File: config.mk
export PLATFORM = sky130hd
export DESIGN_NAME = life_generation_row_stencil_unit
export DESIGN_NICKNAME = d
export VERILOG_FILES = /design/src/rtl/lgrs_pkg.sv /design/src/rtl/lgrs_front.sv /design/src/rtl/lgrs_queue.sv /design/src/rtl/lgrs_back.sv /design/src/rtl/life_generation_row_stencil_unit.sv
export SDC_FILE = /design/constraint.sdc
export NUM_CORES = 2
export LEC_CHECK = 0
export ABC_CLOCK_PERIOD_IN_PS = 20100
export BUFFER_PORTS_ARGS = -buffer_cell sky130_fd_sc_hd__buf_2
export CAP_MARGIN = 0
export CORE_MARGIN = 2
export CORE_UTILIZATION = 30
export DETAILED_ROUTE_END_ITERATION = 16
export HOLD_SLACK_MARGIN = 0.03
export PLACE_DENSITY_LB_ADDON = 0.1
export SLEW_MARGIN = 10
export SYNTH_ARGS = -nofsm -noshare
export SYNTH_HDL_FRONTEND = slang
export SYNTH_HIERARCHICAL = 1
export SYNTH_SLANG_ARGS = --single-unit
File: constraint.sdc
create_clock -name i_clk -period 20.1 [get_ports i_clk]
set_input_delay 1.005 -clock i_clk [delete_from_list [all_inputs] [get_ports i_clk]]
set_output_delay 1.005 -clock i_clk [all_outputs]
set_load 0.05 [all_outputs]
File: src/rtl/lgrs_pkg.sv
// Shared types, constants and the Life cell rule for the row stencil unit.
package lgrs_pkg;

    localparam int MAX_WIDTH = 64;
    localparam int ROW_W     = 64;
    localparam int CNT_W     = 16;
    localparam int BW_W      = 7;
    localparam int CFG_W     = 16;
    localparam int CIDX_W    = 1;

    localparam logic [CIDX_W-1:0] CFG_BOARD_WIDTH  = 1'b0;
    localparam logic [CIDX_W-1:0] CFG_BOARD_HEIGHT = 1'b1;

    localparam logic [BW_W-1:0] MAX_WIDTH_V = BW_W'(MAX_WIDTH);
    localparam logic [BW_W-1:0] ROW_W_V     = BW_W'(ROW_W);

    // one queued word: rows above, middle, below and the frame position
    typedef struct packed {
        logic [ROW_W-1:0] row_a;
        logic [ROW_W-1:0] row_b;
        logic [ROW_W-1:0] row_c;
        logic [CNT_W-1:0] idx;
        logic             prev;
        logic             last;
    } t_job;

    typedef struct packed {
        logic full;
        logic empty;
    } t_q_stat;

    function automatic logic [ROW_W-1:0] col_mask(input logic [BW_W-1:0] width);
        logic [BW_W-1:0]  eff;
        logic [ROW_W-1:0] m;
        eff = (width > MAX_WIDTH_V) ? MAX_WIDTH_V : width;
        if (eff >= ROW_W_V) begin
            m = '1;
        end else begin
            m = (ROW_W'(1) << eff) - ROW_W'(1);
        end
        return m;
    endfunction

    function automatic logic [ROW_W-1:0] life_row(
        input logic [ROW_W-1:0] up,
        input logic [ROW_W-1:0] mid,
        input logic [ROW_W-1:0] down,
        input logic [ROW_W-1:0] mask
    );
        logic [ROW_W+1:0] u;
        logic [ROW_W+1:0] m;
        logic [ROW_W+1:0] d;
        logic [ROW_W-1:0] res;
        logic [3:0]       n;
        u = {1'b0, up & mask, 1'b0};
        m = {1'b0, mid & mask, 1'b0};
        d = {1'b0, down & mask, 1'b0};
        for (int x = 0; x < ROW_W; x++) begin
            n = 4'(u[x]) + 4'(u[x+1]) + 4'(u[x+2])
              + 4'(d[x]) + 4'(d[x+1]) + 4'(d[x+2])
              + 4'(m[x]) + 4'(m[x+2]);
            res[x] = m[x+1] ? (n == 4'd2 || n == 4'd3) : (n == 4'd3);
        end
        return res & mask;
    endfunction

endpackage

File: src/rtl/lgrs_front.sv
// Front end: accepts rows, tracks frame position and queues stencil words.
module lgrs_front
    import lgrs_pkg::*;
(
    input  logic             i_clk,
    input  logic             i_rst_n,
    input  logic             i_valid,
    output logic             o_stall,
    input  logic [ROW_W-1:0] i_row_bits,
    input  logic [CNT_W-1:0] i_height,
    input  t_q_stat          i_q_stat,
    output logic             o_push,
    output t_job             o_job
);

    logic [ROW_W-1:0] r_above, n_above;
    logic [ROW_W-1:0] r_mid, n_mid;
    logic [CNT_W-1:0] r_rows, n_rows;
    logic [CNT_W-1:0] h_eff;
    logic             accept;
    logic             first;
    logic             last;

    always_comb begin
        o_stall = i_q_stat.full;
        accept  = i_valid && !i_q_stat.full;
        h_eff   = (i_height == '0) ? CNT_W'(1) : i_height;
        first   = (r_rows == '0);
        last    = ({1'b0, r_rows} + (CNT_W+1)'(1)) >= {1'b0, h_eff};

        o_job.row_a = r_above;
        o_job.row_b = r_mid;
        o_job.row_c = i_row_bits;
        o_job.idx   = r_rows;
        o_job.prev  = !first;
        o_job.last  = last;
        o_push      = accept && (!first || last);

        n_above = r_above;
        n_mid   = r_mid;
        n_rows  = r_rows;
        if (accept) begin
            if (last) begin
                n_above = '0;
                n_mid   = '0;
                n_rows  = '0;
            end else begin
                n_above = first ? '0 : r_mid;
                n_mid   = i_row_bits;
                n_rows  = r_rows + CNT_W'(1);
            end
        end
    end

    always_ff @(posedge i_clk) begin
        if (!i_rst_n) begin
            r_above <= '0;
            r_mid   <= '0;
            r_rows  <= '0;
        end else begin
            r_above <= n_above;
            r_mid   <= n_mid;
            r_rows  <= n_rows;
        end
    end

endmodule

File: src/rtl/lgrs_queue.sv
// Two-word queue between the front end and the stencil back end.
module lgrs_queue
    import lgrs_pkg::*;
(
    input  logic    i_clk,
    input  logic    i_rst_n,
    input  logic    i_push,
    input  t_job    i_job,
    input  logic    i_pop,
    output t_job    o_head,
    output t_q_stat o_stat
);

    t_job       r_mem [2];
    logic       r_wr, n_wr;
    logic       r_rd, n_rd;
    logic [1:0] r_cnt, n_cnt;

    always_comb begin
        o_stat.full  = (r_cnt == 2'd2);
        o_stat.empty = (r_cnt == 2'd0);
        o_head       = r_mem[r_rd];
        n_wr  = r_wr ^ i_push;
        n_rd  = r_rd ^ i_pop;
        n_cnt = r_cnt + 2'(i_push) - 2'(i_pop);
    end

    always_ff @(posedge i_clk) begin
        if (i_push) begin
            r_mem[r_wr] <= i_job;
        end
    end

    always_ff @(posedge i_clk) begin
        if (!i_rst_n) begin
            r_wr  <= 1'b0;
            r_rd  <= 1'b0;
            r_cnt <= 2'd0;
        end else begin
            r_wr  <= n_wr;
            r_rd  <= n_rd;
            r_cnt <= n_cnt;
        end
    end

`ifndef ASSERT_OFF
    a_no_overflow: assert property (@(posedge i_clk) disable iff (!i_rst_n)
        !(i_push && o_stat.full && !i_pop))
        else $error("queue push while full");
    a_no_underflow: assert property (@(posedge i_clk) disable iff (!i_rst_n)
        !(i_pop && o_stat.empty))
        else $error("queue pop while empty");
    a_cnt_range: assert property (@(posedge i_clk) disable iff (!i_rst_n)
        r_cnt != 2'd3)
        else $error("queue count out of range");
    a_ptr_track: assert property (@(posedge i_clk) disable iff (!i_rst_n)
        (r_cnt == 2'd0 || r_cnt == 2'd2) |-> (r_wr == r_rd))
        else $error("queue pointers inconsistent with count");
`endif

endmodule

File: src/rtl/lgrs_back.sv
// Back end: evaluates the B3/S23 stencil per queued word into the output register.
module lgrs_back
    import lgrs_pkg::*;
(
    input  logic             i_clk,
    input  logic             i_rst_n,
    input  t_job             i_head,
    input  t_q_stat          i_q_stat,
    output logic             o_pop,
    input  logic [BW_W-1:0]  i_width,
    output logic             o_valid,
    input  logic             i_stall,
    output logic [ROW_W-1:0] o_next_row_bits,
    output logic [CNT_W-1:0] o_out_row_index,
    output logic             o_frame_last
);

    logic             r_phase, n_phase;
    logic             r_valid, n_valid;
    logic [ROW_W-1:0] r_bits, n_bits;
    logic [CNT_W-1:0] r_idx, n_idx;
    logic             r_last, n_last;
    logic             cur_phase;
    logic             load_ok;
    logic             emit;
    logic [ROW_W-1:0] mask;

    always_comb begin
        mask      = col_mask(i_width);
        cur_phase = r_phase || !i_head.prev;
        load_ok   = !r_valid || !i_stall;
        emit      = !i_q_stat.empty && load_ok;
        o_pop     = emit && (cur_phase || !i_head.last);

        n_phase = r_phase;
        if (emit) begin
            n_phase = !o_pop;
        end

        n_valid = r_valid && i_stall;
        n_bits  = r_bits;
        n_idx   = r_idx;
        n_last  = r_last;
        if (emit) begin
            n_valid = 1'b1;
            if (cur_phase) begin
                n_bits = life_row(i_head.row_b, i_head.row_c, '0, mask);
                n_idx  = i_head.idx;
                n_last = 1'b1;
            end else begin
                n_bits = life_row(i_head.row_a, i_head.row_b, i_head.row_c, mask);
                n_idx  = i_head.idx - CNT_W'(1);
                n_last = 1'b0;
            end
        end

        o_valid         = r_valid;
        o_next_row_bits = r_bits;
        o_out_row_index = r_idx;
        o_frame_last    = r_last;
    end

    always_ff @(posedge i_clk) begin
        if (!i_rst_n) begin
            r_phase <= 1'b0;
            r_valid <= 1'b0;
        end else begin
            r_phase <= n_phase;
            r_valid <= n_valid;
        end
    end

    always_ff @(posedge i_clk) begin
        r_bits <= n_bits;
        r_idx  <= n_idx;
        r_last <= n_last;
    end

`ifndef ASSERT_OFF
    a_phase_needs_last: assert property (@(posedge i_clk) disable iff (!i_rst_n)
        r_phase |-> (!i_q_stat.empty && i_head.last))
        else $error("second result pending without a last-row word");
    a_phase_after_prev: assert property (@(posedge i_clk) disable iff (!i_rst_n)
        $rose(r_phase) |-> ($past(emit) && !$past(cur_phase)))
        else $error("second phase entered without a first result");
    a_last_pops: assert property (@(posedge i_clk) disable iff (!i_rst_n)
        (emit && cur_phase) |-> o_pop)
        else $error("last-row result did not retire its word");
`endif

endmodule

File: src/rtl/life_generation_row_stencil_unit.sv
// Life B3/S23 row stencil unit: top level with configuration registers.
//
// Input channel: one board row per word (i_row_bits, bit x = column x),
// top row first, handshaked by i_valid / o_stall. Output channel: one
// next-generation row per word with its row index and a frame-last flag,
// handshaked by o_valid / i_stall.
// Results trail the input by one row: the first row of a frame produces
// nothing unless it is also the last, each later row produces the result
// for the row before it, and the last row of a frame also produces its own
// result with o_frame_last set. The row that completes an output word is
// queued first; the stencil stage then computes it into the output register.
// Throughput is one row per cycle while the queue is not full; a frame's
// last row stays at the queue head until both of its results are made. A two-word
// queue between the row tracker and the stencil stage absorbs that and lets the
// input keep flowing while a result waits in the output register.
// When i_stall is high the output word holds; the queue fills and o_stall
// rises. Reset clears the row history, the row counter and all valid state,
// and sets width and height to 64. The user writes configuration (i_cfg_wr_en,
// i_cfg_index, i_cfg_data) only while idle; the block does not enforce this.
module life_generation_row_stencil_unit
    import lgrs_pkg::*;
(
    input  logic              i_clk,
    input  logic              i_rst_n,
    input  logic              i_cfg_wr_en,
    input  logic [CIDX_W-1:0] i_cfg_index,
    input  logic [CFG_W-1:0]  i_cfg_data,
    input  logic              i_valid,
    output logic              o_stall,
    input  logic [ROW_W-1:0]  i_row_bits,
    output logic              o_valid,
    input  logic              i_stall,
    output logic [ROW_W-1:0]  o_next_row_bits,
    output logic [CNT_W-1:0]  o_out_row_index,
    output logic              o_frame_last
);

    logic [BW_W-1:0]  r_width;
    logic [CNT_W-1:0] r_height;
    logic             push;
    logic             pop;
    t_job             job;
    t_job             head;
    t_q_stat          q_stat;

    always_ff @(posedge i_clk) begin
        if (!i_rst_n) begin
            r_width  <= BW_W'(64);
            r_height <= CNT_W'(64);
        end else if (i_cfg_wr_en) begin
            unique case (i_cfg_index)
                CFG_BOARD_WIDTH:  r_width  <= i_cfg_data[BW_W-1:0];
                CFG_BOARD_HEIGHT: r_height <= i_cfg_data[CNT_W-1:0];
                default: ;
            endcase
        end
    end

    lgrs_front u_front (
        .i_clk      (i_clk),
        .i_rst_n    (i_rst_n),
        .i_valid    (i_valid),
        .o_stall    (o_stall),
        .i_row_bits (i_row_bits),
        .i_height   (r_height),
        .i_q_stat   (q_stat),
        .o_push     (push),
        .o_job      (job)
    );

    lgrs_queue u_queue (
        .i_clk   (i_clk),
        .i_rst_n (i_rst_n),
        .i_push  (push),
        .i_job   (job),
        .i_pop   (pop),
        .o_head  (head),
        .o_stat  (q_stat)
    );

    lgrs_back u_back (
        .i_clk           (i_clk),
        .i_rst_n         (i_rst_n),
        .i_head          (head),
        .i_q_stat        (q_stat),
        .o_pop           (pop),
        .i_width         (r_width),
        .o_valid         (o_valid),
        .i_stall         (i_stall),
        .o_next_row_bits (o_next_row_bits),
        .o_out_row_index (o_out_row_index),
        .o_frame_last    (o_frame_last)
    );

endmodule
# After elaboration in Yosys (flattened, before gate mapping)
# Memory sizes are Yosys's and may differ from the RTL's. A register that Yosys moved wholly into a read port is not among the register bits.
# Cells that the tools add are included.
op_classes:
  bitwise_logic: 8
  add_sub_neg: 698
  n_mux: 142
  order_cmp: 3
  n_eq_ne: 257
  n_reduce_logical: 150
  shift: 1
ops:
  columns: ["cell", "count"]
  rows:
  - ["4-bit by 1-bit adder with 4-bit output", 565]
  - ["4-bit by 2-bit == test with 1-bit output (second input constant)", 256]
  - ["64-bit bitwise AND", 5]
  - ["64-bit 2-to-1 mux", 5]
  - ["1-bit by 1-bit adder with 2-bit output", 126]
  - ["1-bit 2-to-1 mux", 133]
  - ["1-bit logical OR", 132]
  - ["1-bit by 7-bit << shifter with 64-bit output (first input constant)", 1]
  - ["64-bit by 2-bit subtractor with 64-bit output (second input constant)", 1]
  - ["16-bit 2-to-1 mux", 3]
  - ["16-bit zero test", 2]
  - ["16-bit by 1-bit adder with 17-bit output (second input constant)", 1]
  - ["17-bit by 16-bit greater-or-equal comparator with 1-bit output", 1]
  - ["16-bit by 1-bit adder with 16-bit output (second input constant)", 1]
  - ["16-bit by 1-bit subtractor with 16-bit output (second input constant)", 1]
  - ["1-bit zero test", 8]
  - ["7-bit greater-or-equal comparator (second input constant)", 1]
  - ["7-bit greater-than comparator (second input constant)", 1]
  - ["7-bit 2-to-1 mux", 1]
  - ["1-bit logical AND", 5]
  - ["2-bit AND reduction", 2]
  - ["2-bit by 1-bit adder with 3-bit output", 1]
  - ["2-bit by 1-bit adder with 2-bit output", 1]
  - ["2-bit == test (second input constant)", 1]
  - ["other kinds (4)", 5]
word_totals:
  output_inout_bits: 83
  word_cells: 1273
  ram_bits: 420
  n_memories: 1
  reg_bits: 254
mem_list:
  columns: ["memory", "words", "width", "read_ports", "rd_clocked_by_memory_dff", "write_ports", "line", "text"]
  rows:
  - ["u_queue.r_mem", 2, 210, 1, 1, 1, "lgrs_queue.sv:14", "t_job r_mem [2];"]

# Depth between registers and ports, before layout
logic_depth:
  depth_word: 18
  ltp_mapped: 26
  ltp_nobuf: 22

# By module
# Netlist, hierarchy kept.
modules_own_cells:
  columns: ["mod", "n_inst", "cells_per_inst", "seq_area_each_um2", "area_each_um2"]
  rows:
  - ["lgrs_back", 1, 2376, 2472.4, 21931.0]
  - ["lgrs_queue", 1, 674, 12712.2, 15463.6]
  - ["lgrs_front", 1, 860, 2882.8, 6881.6]
  - ["life_generation_row_stencil_unit", 1, 97, 460.4, 945.9]

# Least setup slack after synthesis
# Ideal clock, no wire load.
synth_timing:
  path_type: "register -> register"
  startpoint: "register u_front.r_rows[0]"
  endpoint: "memory u_queue/r_mem[0][0] in the netlist's numbering, enable pin"
  arrival_time_ps: 7279
  setup_slack_ps: 12223
  setup_ps: 598
  required_time_ps: 19502
  path_stages_with_launch: 15
  path_buffers: 2
  cell_sequence: "dfxtp_1 -> ha_1 -> and3_1 -> buf_2 -> nand4_1 -> xnor2_1 -> ha_1 -> nand4_1 -> nor3_1 -> a32oi_1 -> o21a_1 -> buf_2 -> nand2_1 -> o21a_1 -> ha_1"
synth_via:
  elab_chain_len: 6
  elab_cells_between_ends: 8
synth_lines:
  columns: ["element", "line", "text"]
  rows:
  - ["start, declared", "lgrs_front.sv:18", "logic [CNT_W-1:0] r_rows, n_rows;"]
  - ["start signal, assigned", "lgrs_front.sv:63", "r_rows <= n_rows;"]
  - ["16-bit by 1-bit adder with 17-bit output", "lgrs_front.sv:29", "last = ({1'b0, r_rows} + (CNT_W+1)'(1)) >= {1'b0, h_eff};"]
  - ["17-bit by 16-bit greater-or-equal comparator with 1-bit output", "lgrs_front.sv:29", null]
  - ["via u_front.last", "lgrs_front.sv:22", "logic last;"]
  - ["1-bit logical OR", "lgrs_front.sv:37", "o_push = accept && (!first || last);"]
  - ["1-bit logical AND", "lgrs_front.sv:37", null]
  - ["via push", "life_generation_row_stencil_unit.sv:40", "logic push;"]
  - ["1-bit 2-to-1 mux", "lgrs_queue.sv:29", "if (i_push) begin"]
  - ["1-bit 2-to-1 mux (implied by the code)", "lgrs_queue.sv:30", "r_mem[r_wr] <= i_job;"]
  - ["end, declared", "lgrs_queue.sv:14", null]
# The timed path passes the listed nets, and every way through them passes these cells.

# Worst setup path after layout
layout_timing:
  startpoint: "register r_width[6]"
  endpoint: "register u_back.r_bits[39] (netlist: u_back/o_next_row_bits[39]) (data pin)"
layout_via:
  elab_chain_len: 18
  elab_cells_between_ends: 31
layout_lines:
  columns: ["element", "line", "text"]
  rows:
  - ["start, declared", "life_generation_row_stencil_unit.sv:38", "logic [BW_W-1:0] r_width;"]
  - ["start signal, assigned", "life_generation_row_stencil_unit.sv:52", "CFG_BOARD_WIDTH: r_width <= i_cfg_data[BW_W-1:0];"]
  - ["7-bit greater-than comparator", "lgrs_pkg.sv:35", "eff = (width > MAX_WIDTH_V) ? MAX_WIDTH_V : width;"]
  - ["7-bit 2-to-1 mux *", "lgrs_pkg.sv:35", null]
  - ["1-bit by 7-bit << shifter with 64-bit output", "lgrs_pkg.sv:39", "m = (ROW_W'(1) << eff) - ROW_W'(1);"]
  - ["64-bit by 2-bit subtractor with 64-bit output", "lgrs_pkg.sv:39", null]
  - ["64-bit 2-to-1 mux *", "lgrs_pkg.sv:36", "if (eff >= ROW_W_V) begin"]
  - ["64-bit bitwise AND", "lgrs_pkg.sv:55", "u = {1'b0, up & mask, 1'b0};"]
  - ["1-bit by 1-bit adder with 2-bit output", "lgrs_pkg.sv:59", "n = 4'(u[x]) + 4'(u[x+1]) + 4'(u[x+2])"]
  - ["4-bit by 1-bit adder with 4-bit output", "lgrs_pkg.sv:59", null]
  - ["4-bit by 1-bit adder with 4-bit output (3 in series)", "lgrs_pkg.sv:60", "+ 4'(d[x]) + 4'(d[x+1]) + 4'(d[x+2])"]
  - ["4-bit by 1-bit adder with 4-bit output (2 in series)", "lgrs_pkg.sv:61", "+ 4'(m[x]) + 4'(m[x+2]);"]
  - ["4-bit by 2-bit == test with 1-bit output", "lgrs_pkg.sv:62", "res[x] = m[x+1] ? (n == 4'd2 || n == 4'd3) : (n == 4'd3);"]
  - ["1-bit logical OR", "lgrs_pkg.sv:62", null]
  - ["1-bit 2-to-1 mux", "lgrs_pkg.sv:62", null]
  - ["64-bit bitwise AND", "lgrs_pkg.sv:64", "return res & mask;"]
  - ["64-bit 2-to-1 mux *", "lgrs_back.sv:46", "if (cur_phase) begin"]
  - ["end signal, assigned", "lgrs_back.sv:74", "r_bits <= n_bits;"]
  - ["end, declared", "lgrs_back.sv:20", "logic [ROW_W-1:0] r_bits, n_bits;"]
# Mark *: on every way between the ends. The rest lies on a longest branch, timed or not.
# A chain may end at the register's enable or synchronous reset.

==> impl_metrics.ini <==
[cts]
path_clk_slew_ps = 60
post_cts_buffers = 0
cts_buffers = 83
cts_resized = 0
ctsHtreeMaxLevel = 3
cts.path.max_buffers = 3
clock_latency_ps = 710
cts_hold_buf = 0
cts-root-buf = clkbuf_16
cts_tree = done
numClockSinks = 675

[sta]
setup_tns_ps = 0
fin_crit_sh = 0.344
fmax_mhz = 145
report.final.slew_viol_count = 0
worst_pin_slew_ps = 1100
max_slew_margin = 0.260
fin_skew_ps = 54.5
hold-worst-slack_ps = 430
setup_violations = 0
timing.final.hold_violations = 0
grt_setup_unrepaired = false
period_needed_ps = 6910

[setup_path]
cp-end-kind = flip-flop
cp_num_buf_inv = 5
required_ps = 20580
critPathArrivalTime_ps = 7390
crit_type = reg2reg
worstReg2RegEnd = u_back/o_next_row_bits[39]
cp-start-kind = flip-flop
crit_chain = buf_4 -> nor2_1 -> nand2_1 -> a2bb2oi_1 -> nand3_1 -> buf_4 -> o21ai_0 -> nand3_1 -> fa_1 -> inv_1 -> fa_1 -> inv_1 -> fa_1 -> inv_1 -> ha_1 -> fa_1 -> o21ai_0 -> o2111ai_1 -> a21boi_0
slowest_delay_ps = 770
crit_family = adder cells
cpMaxStageDelayCell = o21ai_0
rr_worst_depth = 19
r2r-start = r_width[6]
cp_max_fo = 43
crit_top_cell = fa_1
r2r_slack_ps = 13190

[floorplanning]
num_io_pins = 169
fp.dieW_um = 392
die_y_um = 392
design.core.area_um2 = 150000
rows = 142
floorplan.initialDensity = 0.302
die_area_um2 = 154000

[status]
status = completed

[yosys]
ys_ff_latch = 675
yosysWarnings = 6
synth_nets = 4748
syn_area_um2 = 45200
async_reset_ff_frac = 0
synth_cell_type_count = 93
avgSynthCellArea_um2 = 11.3
synth_cells = 4007
synth_edf_count = 501
ys_seq_area_frac = 0.410
synthFlopType = edfxtp_1

[power]
irDropWorstVdd_mv = 0.0959
power.density_nw_per_um2 = 176
leakagePower_nw = 20.2

[detailed_routing]
drc = 0
vias = 29800
drtAntennaViolNets = 0
wl_per_cell_um = 21.7
avgViaCountPerCell = 4.84
firstDrtPassIters = 5
routed_wl_um = 134000
drtIter0Drc = 1634

[finish]
nets = 4806
syn2layout_area_growth_pct = 11.8
fillCellCount = 15100
drive_gt1_frac = 0.149
multi_input_area_um2 = 23100
seq_area_um2 = 18500

[placed_design]
place.port_buffers = 168
dp_hpwl_um = 95600
place_congestion = 0.852

[global_routing]
grt_overflow = 0
grt_usage = 0.176
antenna_found_initial = 12
grt_pass1_wl_um = 204000
grt_max_degree = 134
grt_pass1_vias = 30900

[min_path]
hold_path.class = reg2reg
min_from = u_front/r_above[51]
holdPathEnd = u_queue/r_mem[0][197]
hold_depth = 0

[flow_run]
cap_violations = 0
[power breakdown]
group	switching, mW	total [mW]	internal (mW)	leakage, nW
Combinational	3.32	5.40	2.08	12.7
Sequential	0.107	1.93	1.82	6.08
Clock	0.651	1.57	0.923	1.40
[flip-flops by register name (all words and copies together) (netlist names), named ones only]
signal and count:
u_queue/r_mem 420, u_back/o_next_row_bits 64, u_front/r_above 64, u_front/r_mid 64
r_height 16, u_back/o_out_row_index 16, u_front/r_rows 16, r_width 7
u_queue/r_cnt 2, u_back/o_frame_last 1, u_back/o_valid 1, u_back/r_phase 1
u_queue/r_rd 1, u_queue/r_wr 1
[per-layer routing]
metal | wire [um] | track usage | vias up
met5 | 0 | 0 | -
met4 | 2090 | 0.0395 | 0
met3 | 3500 | 0.0185 | 121
met2 | 63600 | 0.292 | 447
met1 | 64500 | 0.248 | 15100
li1 | - | - | 14100
[logic make-up (layout without fill, tap and decap cells)]
group,Yosys count,in the layout,share of synthesized area
flip-flops,675,675,0.410
other,0,3,0
multiplexers,225,225,0.0556
AND/OR/NAND/NOR,1010,1010,0.119
buffers and inverters,835,963,0.0814
adder cells (fa/ha/maj),655,655,0.244
AO/OA/AOI/OAI,565,565,0.0819
XOR/XNOR,42,42,0.00844
[cells in the mapped netlist, types with 6 or more instances]
cell       instances  area, um2
o21a_1            24        180
nor3_1            23        115
buf_2             49        245
a21boi_0          26        195
fa_1             378       7570
a21oi_1          169        846
o2111ai_1         93        815
ha_1             277       3470
xor2_1            18        158
nor2_1            73        274
buf_6             26        293
dfxtp_1          174       3480
mux2_2           210       2360
or3_1              7       43.8
xnor2_1           23        201
a31oi_1            8       50.1
and4_1             6       52.6
nand2_1          267       1000
buf_4             72        541
nand3_1          240       1200
or2_2              6       37.5
nor4b_1           19        166
nor2b_1           24        150
o21ai_2           12        105
nor3b_1           13       97.6
nand2b_1          14       87.6
o211ai_1           7       52.6
nand4_1           89        557
clkbuf_1          74        278
a2111oi_0         12        105
and2_1            74        463
o21ai_0           85        425
inv_1            591       2220
a211o_1            9       78.8
and3_1            68        425
edfxtp_1         501      15000
mux2i_1           15        150
nand3b_1          14        105
o21ai_1           62        310
or4_1              9       67.6
buf_1             16       60.1
a211oi_1          10       75.1
nor4_1            33        206
[layout make-up]
type | count | area share
antenna | 3 | 0.000149
sequential | 675 | 0.367
inverter | 595 | 0.0442
tap | 2016 | 0.0499
clock buffer | 108 | 0.0445
clock inverter | 47 | 0.0130
timing repair buffer | 213 | 0.0244
multi-input combinational | 2497 | 0.457
[through the flow]
| step | area [um2] | std cells | utilization | power (mW) | setup slack, ps |
|---|---|---|---|---|---|
| after floorplan | 45200 | 4007 | - | 5.99 | 12220 |
| after global placement | 47600 | 5996 | 0.318 | 7.39 | 13300 |
| after detailed placement | 47600 | 5996 | 0.318 | 7.43 | 13230 |
| after CTS | 50500 | 6151 | 0.337 | 9.08 | 13190 |
| after global routing | 50600 | 6153 | 0.338 | 9.98 | 12770 |
| final | 50600 | 6154 | 0.338 | 8.90 | 13190 |
[worst max path at each step]
stage,start,endpoint,slack (ps),cells past startpoint
floorplan,u_front/r_rows[0],u_queue/r_mem[0][0],12220,14
global placement,r_width[6],u_back/o_next_row_bits[53],13300,18
detailed placement,r_width[6],u_back/o_next_row_bits[28],13230,19
CTS,r_width[6],u_back/o_next_row_bits[53],13190,18
global route,r_width[6],u_back/o_next_row_bits[23],12770,19
finish,r_width[6],u_back/o_next_row_bits[39],13190,19
[worst register-to-register path, cell delays in order, from the launching register on]
cell and delay (ps):
dfxtp_4 600, buf_4 550, nor2_1 330, nand2_1 200, a2bb2oi_1 390, nand3_1 140, buf_4 220, o21ai_0 780
nand3_1 450, fa_1 620, inv_1 50, fa_1 530, inv_1 50, fa_1 520, inv_1 40, ha_1 220
fa_1 380, o21ai_0 190, o2111ai_1 130, a21boi_0 310
[cell usage in the layout, fill, tap and decap left out, types with 13 or more instances in the layout]
cell type    n
buf_2      167
clkbuf_1    17
inv_1      591
clkbuf_16   83
fa_1       378
edfxtp_1   501
buf_4       41
nand4_1     89
nand3b_1    14
nand2b_1    13
nor2_1      73
mux2_2     210
clkinv_2    17
o2111ai_1   93
a21oi_1    168
and2_1      74
nor4_1      31
a21boi_0    26
nor3_1      23
xor2_1      18
dfxtp_1    172
nand2_1    267
and3_1      67
ha_1       275
o21ai_1     62
nor2b_1     22
mux2i_1     15
nor3b_1     13
nand3_1    240
nor4b_1     19
o21ai_0     85
xnor2_1     23
o21a_1      23
Note: power is estimated with default switching activity, not from simulation.
